File: config.mk
export PLATFORM = sky130hd
export DESIGN_NAME = button_debounce_rate_adjust
export DESIGN_NICKNAME = d
export VERILOG_FILES = /design/src/hw/rtl/bdra_pkg.sv /design/src/hw/rtl/bdra_cfg.sv /design/src/hw/rtl/bdra_core.sv /design/src/hw/rtl/button_debounce_rate_adjust.sv
export SDC_FILE = /design/constraint.sdc
export NUM_CORES = 1
export LEC_CHECK = 0
export BUFFER_PORTS_ARGS = -buffer_cell sky130_fd_sc_hd__clkbuf_2
export CORE_UTILIZATION = 49
export CTS_CLUSTER_DIAMETER = 30
export DETAILED_ROUTE_END_ITERATION = 10
export PLACE_DENSITY = 0.67
export SYNTH_ARGS = -nofsm -noshare
export SYNTH_HDL_FRONTEND = slang
export SYNTH_SLANG_ARGS = --single-unit
File: constraint.sdc
create_clock -name clk -period 8.45 [get_ports clk]
set_clock_uncertainty 0.1 [all_clocks]
set_input_delay 1.2675 -clock clk [delete_from_list [all_inputs] [get_ports clk]]
set_output_delay 1.2675 -clock clk [all_outputs]
set_load 0.02 [all_outputs]
File: src/hw/rtl/bdra_pkg.sv
`default_nettype none
// ----------------------------------------------------------------------------
// bdra_pkg
// Shared types and constants of the button debounce and rate adjust block:
// register reset values, register indexes, request codes and the
// configuration bundle passed from the register file to the core.
// ----------------------------------------------------------------------------
package bdra_pkg;

    // register reset values
    localparam logic [7:0] BASE_DEBOUNCE_RESET   = 8'd5;
    localparam logic [7:0] BOTH_DEBOUNCE_RESET   = 8'd20;
    localparam logic [7:0] DEFAULT_COMPARE_RESET = 8'd49;
    localparam logic [7:0] COMPARE_STEP_RESET    = 8'd1;

    // configuration register indexes
    typedef enum logic [1:0] {
        CFG_BASE_DEBOUNCE   = 2'd0,
        CFG_BOTH_DEBOUNCE   = 2'd1,
        CFG_DEFAULT_COMPARE = 2'd2,
        CFG_COMPARE_STEP    = 2'd3
    } cfg_idx_t;

    // item kinds
    localparam logic REQ_POLL = 1'b0;
    localparam logic REQ_TICK = 1'b1;

    // configuration bundle
    typedef struct packed {
        logic [7:0] base_debounce;
        logic [7:0] both_debounce;
        logic [7:0] default_compare;
        logic [7:0] compare_step;
    } bdra_cfg_t;

endpackage : bdra_pkg
`default_nettype wire

File: src/hw/rtl/bdra_cfg.sv
`default_nettype none
// ----------------------------------------------------------------------------
// bdra_cfg
// Configuration register file: four 8-bit registers written through a plain
// write port, presented to the core as one bundle.
// ----------------------------------------------------------------------------
module bdra_cfg (
    input  wire logic             clk,
    input  wire logic             rst_n,
    input  wire logic             cfg_we,
    input  wire logic [1:0]       cfg_index,
    input  wire logic [7:0]       cfg_data,
    output bdra_pkg::bdra_cfg_t   cfg
);
    import bdra_pkg::*;

    bdra_cfg_t cfg_reg;
    bdra_cfg_t cfg_next;

    // register write decode
    always_comb
    begin
        cfg_next = cfg_reg;
        if (cfg_we)
        begin
            case (cfg_index)
                CFG_BASE_DEBOUNCE:   cfg_next.base_debounce   = cfg_data;
                CFG_BOTH_DEBOUNCE:   cfg_next.both_debounce   = cfg_data;
                CFG_DEFAULT_COMPARE: cfg_next.default_compare = cfg_data;
                CFG_COMPARE_STEP:    cfg_next.compare_step    = cfg_data;
                default:             cfg_next = cfg_reg;
            endcase
        end
    end

    // register storage
    always_ff @(posedge clk or negedge rst_n)
    begin
        if (!rst_n)
        begin
            cfg_reg.base_debounce   <= BASE_DEBOUNCE_RESET;
            cfg_reg.both_debounce   <= BOTH_DEBOUNCE_RESET;
            cfg_reg.default_compare <= DEFAULT_COMPARE_RESET;
            cfg_reg.compare_step    <= COMPARE_STEP_RESET;
        end
        else
        begin
            cfg_reg <= cfg_next;
        end
    end

    assign cfg = cfg_reg;

endmodule : bdra_cfg
`default_nettype wire

File: src/hw/rtl/bdra_core.sv
`default_nettype none
// ----------------------------------------------------------------------------
// bdra_core
// Debounce and timer state. Works out the result of the item held in the
// input register and commits the new state when that item moves on.
// ----------------------------------------------------------------------------
module bdra_core (
    input  wire logic             clk,
    input  wire logic             rst_n,
    input  wire logic             advance,
    input  wire logic             req_type,
    input  wire logic             inc_pressed,
    input  wire logic             dec_pressed,
    input  wire bdra_pkg::bdra_cfg_t cfg,
    output logic [7:0]            compare_value,
    output logic                  led_level,
    output logic                  accepted
);
    import bdra_pkg::*;

    logic [1:0] accepted_buttons_reg, accepted_buttons_next;
    logic [1:0] previous_sample_reg,  previous_sample_next;
    logic [7:0] stable_count_reg,     stable_count_next;
    logic [7:0] active_threshold_reg, active_threshold_next;
    logic [7:0] compare_reg,          compare_next;
    logic [7:0] timer_count_reg,      timer_count_next;
    logic       led_reg,              led_next;

    logic [1:0] sample;
    logic [7:0] count_upd;
    logic       differs;
    logic       take;

    // debounce of the button pair and timer compare
    always_comb
    begin
        accepted_buttons_next = accepted_buttons_reg;
        previous_sample_next  = previous_sample_reg;
        stable_count_next     = stable_count_reg;
        active_threshold_next = active_threshold_reg;
        compare_next          = compare_reg;
        timer_count_next      = timer_count_reg;
        led_next              = led_reg;

        sample  = {inc_pressed, dec_pressed};
        differs = (accepted_buttons_reg != sample);

        // stability counter restarts on a changed sample
        if (sample == previous_sample_reg)
            count_upd = differs ? stable_count_reg + 8'd1 : stable_count_reg;
        else
            count_upd = 8'd0;

        take = (req_type == REQ_POLL) && differs && (active_threshold_reg < count_upd);

        if (req_type == REQ_TICK)
        begin
            // clear-on-match timer, led toggles on a match
            if (timer_count_reg == compare_reg)
            begin
                timer_count_next = 8'd0;
                led_next         = ~led_reg;
            end
            else
            begin
                timer_count_next = timer_count_reg + 8'd1;
            end
        end
        else
        begin
            stable_count_next    = count_upd;
            previous_sample_next = sample;
            if (take)
            begin
                accepted_buttons_next = sample;
                active_threshold_next = cfg.base_debounce;
                if (inc_pressed && dec_pressed)
                begin
                    compare_next          = cfg.default_compare;
                    active_threshold_next = cfg.both_debounce;
                end
                else if (inc_pressed)
                begin
                    compare_next = compare_reg - cfg.compare_step;
                end
                else if (dec_pressed)
                begin
                    compare_next = compare_reg + cfg.compare_step;
                end
            end
        end
    end

    // state commits when the item moves to the result register
    always_ff @(posedge clk or negedge rst_n)
    begin
        if (!rst_n)
        begin
            accepted_buttons_reg <= 2'd0;
            previous_sample_reg  <= 2'd0;
            stable_count_reg     <= 8'd0;
            active_threshold_reg <= BASE_DEBOUNCE_RESET;
            compare_reg          <= DEFAULT_COMPARE_RESET;
            timer_count_reg      <= 8'd0;
            led_reg              <= 1'b0;
        end
        else if (advance)
        begin
            accepted_buttons_reg <= accepted_buttons_next;
            previous_sample_reg  <= previous_sample_next;
            stable_count_reg     <= stable_count_next;
            active_threshold_reg <= active_threshold_next;
            compare_reg          <= compare_next;
            timer_count_reg      <= timer_count_next;
            led_reg              <= led_next;
        end
    end

    assign compare_value = compare_next;
    assign led_level     = led_next;
    assign accepted      = take;

endmodule : bdra_core
`default_nettype wire

File: src/hw/rtl/button_debounce_rate_adjust.sv
`default_nettype none
// An item passes from input accept to result valid through the input register,
// then the result register. Throughput: one item per clock while out_stall is
// low; the bound is the debounce/timer state update in the core.
// A stalled result holds while the input register still takes one item.
// Reset (rst_n low, asynchronous): registers to defaults, state to none
// pressed with counters, led and pipeline valids cleared.
// ----------------------------------------------------------------------------
// button_debounce_rate_adjust
// Button pair debounce with timer compare adjust and led toggle, behind an
// input register and a result register with valid/stall handshakes.
// ----------------------------------------------------------------------------
module button_debounce_rate_adjust (
    input  wire logic       clk,
    input  wire logic       rst_n,
    input  wire logic       in_valid,
    output logic            in_stall,
    input  wire logic       req_type,
    input  wire logic       inc_pressed,
    input  wire logic       dec_pressed,
    output logic            out_valid,
    input  wire logic       out_stall,
    output logic [7:0]      compare_value,
    output logic            led_level,
    output logic            accepted,
    input  wire logic       cfg_we,
    input  wire logic [1:0] cfg_index,
    input  wire logic [7:0] cfg_data
);
    import bdra_pkg::*;

    bdra_cfg_t  cfg;

    logic       in_valid_reg, in_valid_next;
    logic       req_type_reg, inc_reg, dec_reg;
    logic       out_valid_reg, out_valid_next;
    logic [7:0] cmp_out_reg;
    logic       led_out_reg;
    logic       acc_out_reg;

    logic       advance;
    logic       in_take;
    logic [7:0] core_compare;
    logic       core_led;
    logic       core_accepted;

    // handshake control
    assign advance        = in_valid_reg && (!out_valid_reg || !out_stall);
    assign in_stall       = in_valid_reg && !advance;
    assign in_take        = in_valid && !in_stall;
    assign in_valid_next  = in_take || (in_valid_reg && !advance);
    assign out_valid_next = advance || (out_valid_reg && out_stall);

    // configuration registers
    bdra_cfg u_cfg (
        .clk       (clk),
        .rst_n     (rst_n),
        .cfg_we    (cfg_we),
        .cfg_index (cfg_index),
        .cfg_data  (cfg_data),
        .cfg       (cfg)
    );

    // debounce and timer state
    bdra_core u_core (
        .clk           (clk),
        .rst_n         (rst_n),
        .advance       (advance),
        .req_type      (req_type_reg),
        .inc_pressed   (inc_reg),
        .dec_pressed   (dec_reg),
        .cfg           (cfg),
        .compare_value (core_compare),
        .led_level     (core_led),
        .accepted      (core_accepted)
    );

    // valid flags
    always_ff @(posedge clk or negedge rst_n)
    begin
        if (!rst_n)
        begin
            in_valid_reg  <= 1'b0;
            out_valid_reg <= 1'b0;
        end
        else
        begin
            in_valid_reg  <= in_valid_next;
            out_valid_reg <= out_valid_next;
        end
    end

    // input item register
    always_ff @(posedge clk)
    begin
        if (in_take)
        begin
            req_type_reg <= req_type;
            inc_reg      <= inc_pressed;
            dec_reg      <= dec_pressed;
        end
    end

    // result item register
    always_ff @(posedge clk)
    begin
        if (advance)
        begin
            cmp_out_reg <= core_compare;
            led_out_reg <= core_led;
            acc_out_reg <= core_accepted;
        end
    end

    assign out_valid     = out_valid_reg;
    assign compare_value = cmp_out_reg;
    assign led_level     = led_out_reg;
    assign accepted      = acc_out_reg;

endmodule : button_debounce_rate_adjust
`default_nettype wire

==> metrics.md <==
| Metric | Value |
|---|---|
| Status | `complete, no violations` |
| Top-level port count | `30` |
| RePlAce Congestion | `0.8846` |
| Most frequent cells in the layout | `dfrtp_1 (58), mux2_2 (52), nand2_1 (32)` |
| Fillers | `821` |
| # rows | `35` |
| CP peak stage delay | `0.80 ns` |
| Final Cycle Share | `0.5058` |
| Critical Path Start Type | `register` |
| Crit path top cell by count | `nand3_1` |
| Remaining global-route overflow | `0` |
| Clock Pin Slew Worst Setup and Hold Paths | `0.09 ns` |
| Cell chain of the critical path | `xnor2_1 -> nand2_1 -> and4_1 -> nand3_1 -> xor2_1 -> nand2b_1 -> ha_1 -> nand3_1 -> a21boi_0 -> nor4_1 -> a21oi_2 -> inv_4 -> nand2_4 -> mux2_2` |
| Start of the worst register-to-register path | `inc_reg` |
| Worst-skew pair later-pin latency | `0.36 ns` |
| CTS Buf Count | `9` |
| Largest net degree at the start of global routing | `72` |
| DP HPWL | `7172 um` |
| Max reg flops | `32` |
| Clock buffer depth | `2` |
| Ant. Diodes | `0` |
| Synth async-reset ratio | `0.8452` |
| Cells after Synth | `422` |
| Dominant synthesized flop cell | `dfrtp_1` |
| Sink Count | `84` |
| DR pass1 iterations | `4` |
| CTS Root Cell | `clkbuf_8` |
| Via count | `3225` |
| Comb pwr share | `0.422` |
| Gr usage total | `0.2144` |
| Synth Cell Area | `0.004771 mm2` |
| P_sw | `588.1 uW` |
| Unrepaired setup endpoints after global routing | `false` |
| First-pass GRT wire length | `16440 um` |
| Register area share after synthesis | `0.4576` |
| Setup violations, final | `0` |
| Clock H-tree levels | `3` |
| Int Pwr | `985.8 uW` |
| Max Slew Vio Count | `0` |
| Nets | `495` |
| Arrival time at the worst endpoint | `4.42 ns` |
| Die Span X | `100.7 um` |
| Area delta synth->final | `9.179%` |
| Layout Utilization | `0.5584` |
| Final wirelength | `9736 um` |
| Maximum clock rate | `0.2340 GHz` |
| Average cell area after synthesis | `11.31 um2` |
| DRT antenna net count | `0` |
| CTS tree | `built` |
| CP max FO | `18` |
| Post-CTS sizing | `0` |
| Worst Path Required | `8.60 ns` |
| Final setup TNS | `0 ns` |
| Critical path class | `register to register` |
| Min-Delay Startpoint | `u_core.led_reg` |
| Die area | `0.01014 mm2` |
| Critical path endpoint category | `register` |
| Crit path buf inv count | `1` |
| Post-synth EDFFs | `13` |
| Syn Nets | `465` |
| Vias in the first global route | `3230` |
| Drt initial violations | `175` |
| Maximum vdd drop | `0.1155 mV` |
| Commonest non-fill, non-tap cell in the layout | `dfrtp_1` |
| R2r worst-path depth | `14` |
| RR Endpoint | `u_core.active_threshold_reg[7]` |
| Vias per cell | `5.503` |
| Reg-to-reg slack, setup | `4.18 ns` |
| Die height | `100.7 um` |
| Yosys warnings | `0` |
| Endpoints failing hold | `0` |
| Number of distinct library cells after synthesis | `56` |
| Max_cap viols | `0` |
| Hold Crit Endpoint | `u_core.led_reg` |
| Core footprint | `0.009328 mm2` |
| DRC | `0` |
| Sequential power share | `0.410` |
| Worst Max-Slew Pin Slew | `0.8790 ns` |
| Slowest cell on the critical path | `edfxtp_1` |
| Routed WL per cell | `16.61 um` |
| Power density over the cells | `302.2 mW/mm2` |
| Initial Util | `0.5115` |
| Hold Path Class | `register to register` |
| Static Leak | `2.234 nW` |
| Post-CTS setup buffers | `0` |
| Port Buffers | `29` |
| Final worst path period need | `4.274 ns` |
| Hold_buf cts | `0` |
| Clock power share | `0.167` |
| Layout cells sized above 1 | `0.2801` |
| Hold path cells | `1` |
| Headroom to the max-slew limit | `0.4140` |
| Initial antenna violation count | `0` |
| Yosys reg bits | `84` |
| Sw Share | `0.3736` |
| Critical path's top delay family | `simple AND/OR/NAND/NOR gates` |
-- worst register-to-register path, cell delays in order, from the launching register on --
cell and delay (ns):
edfxtp_1 0.80, xnor2_1 0.22, nand2_1 0.22, and4_1 0.29, nand3_1 0.11, xor2_1 0.17, nand2b_1 0.17, ha_1 0.32
nand3_1 0.06, a21boi_0 0.24, nor4_1 0.10, a21oi_2 0.58, inv_4 0.13, nand2_4 0.26, mux2_2 0.39
-- per-layer routing --
layer | up-vias | wire [um] | GRT usage
li1 | 1575 | - | -
met1 | 1581 | 4875 | 0.2992
met2 | 61 | 4429 | 0.3383
met3 | 8 | 278 | 0.04300
met4 | 0 | 153 | 0.06577
met5 | - | 0 | 0
-- worst max-delay path by stage --
| stage | start | end | slack (ns) | cells after the start |
|---|---|---|---|---|
| 3_5_place_dp | inc_reg | u_core.active_threshold_reg[7] | 4.19 | 14 |
| 4_1_cts | inc_reg | u_core.compare_reg[1] | 4.18 | 14 |
| 3_3_place_gp | inc_reg | u_core.active_threshold_reg[7] | 4.38 | 14 |
| 5_1_grt | inc_reg | u_core.compare_reg[1] | 3.80 | 14 |
| 2_1_floorplan | dec_reg | u_core.active_threshold_reg[3] | 5.20 | 16 |
| 6_report | inc_reg | u_core.active_threshold_reg[7] | 4.18 | 14 |
-- cell families after synthesis --
| family | count (synthesis) | share of synthesized area |
|---|---|---|
| buf+inv | 32 | 0.02937 |
| fa+ha+maj | 25 | 0.06871 |
| flops | 84 | 0.4576 |
| simple gates | 116 | 0.1217 |
| mux | 63 | 0.1616 |
| xor+xnor | 34 | 0.06242 |
| compound gates | 68 | 0.09861 |
-- layout make-up --
type	count	area (um2)	share of cell area
Multi-Input combinational cell	306	2447	0.4699
Sequential cell	84	2183	0.4192
Tap cell	129	161.4	0.03099
Timing Repair Buffer	31	160.2	0.03075
Clock buffer	12	155.1	0.02979
Inverter	20	77.57	0.01489
Clock inverter	4	23.77	0.004564
-- Yosys cell counts (all sizes together) (3+ instances only) --
master   n  area (um2)
a21o     3       22.52
dfstp   13       341.6
a31oi    3       18.77
nand2   33       131.4
o31ai    5       42.54
o21ai   18       90.09
nor2    28       105.1
mux2    57       660.6
nand4    6       37.54
and4     4       35.03
o22a     3       26.28
dfrtp   58        1451
nand3    8       40.04
mux4     4       90.09
clkbuf   8       30.03
inv     20       77.58
xor2    16       140.1
ha      23       287.8
a21oi   11       58.81
edfxtp  13       390.4
or2      3       18.77
buf      4       32.53
or4      3       22.52
o41ai    3       26.28
xnor2   18       157.7
a221oi   3       32.53
nor2b    4       25.02
nand2b  10       62.56
o21a     4       30.03
nor3     7       35.03
-- stage by stage --
| step | setup slack, ns | total power, mW | std cells | instance area, um2 | hold slack (ns) |
|---|---|---|---|---|---|
| after CTS | 4.181 | 1.582 | 586 | 5209 | 0.4019 |
| after global placement | 4.381 | 1.291 | 570 | 5030 | 0.3642 |
| after global routing | 3.797 | 1.690 | 586 | 5209 | 0.4141 |
| after detailed placement | 4.189 | 1.316 | 570 | 5030 | 0.3868 |
| final | 4.176 | 1.574 | 586 | 5209 | 0.3984 |
| after floorplan | 5.202 | 1.147 | 422 | 4771 | 0.3574 |
-- power by group through the flow --
stage | sequential, mW | combinational (mW) | clock (mW)
after detailed placement | 0.653 | 0.663 | 0
after global placement | 0.650 | 0.641 | 0
after CTS | 0.646 | 0.667 | 0.270
after floorplan | 0.635 | 0.512 | 0
after global routing | 0.662 | 0.741 | 0.288
final | 0.646 | 0.664 | 0.264
No activity file was read; power rests on OpenSTA's default activity.
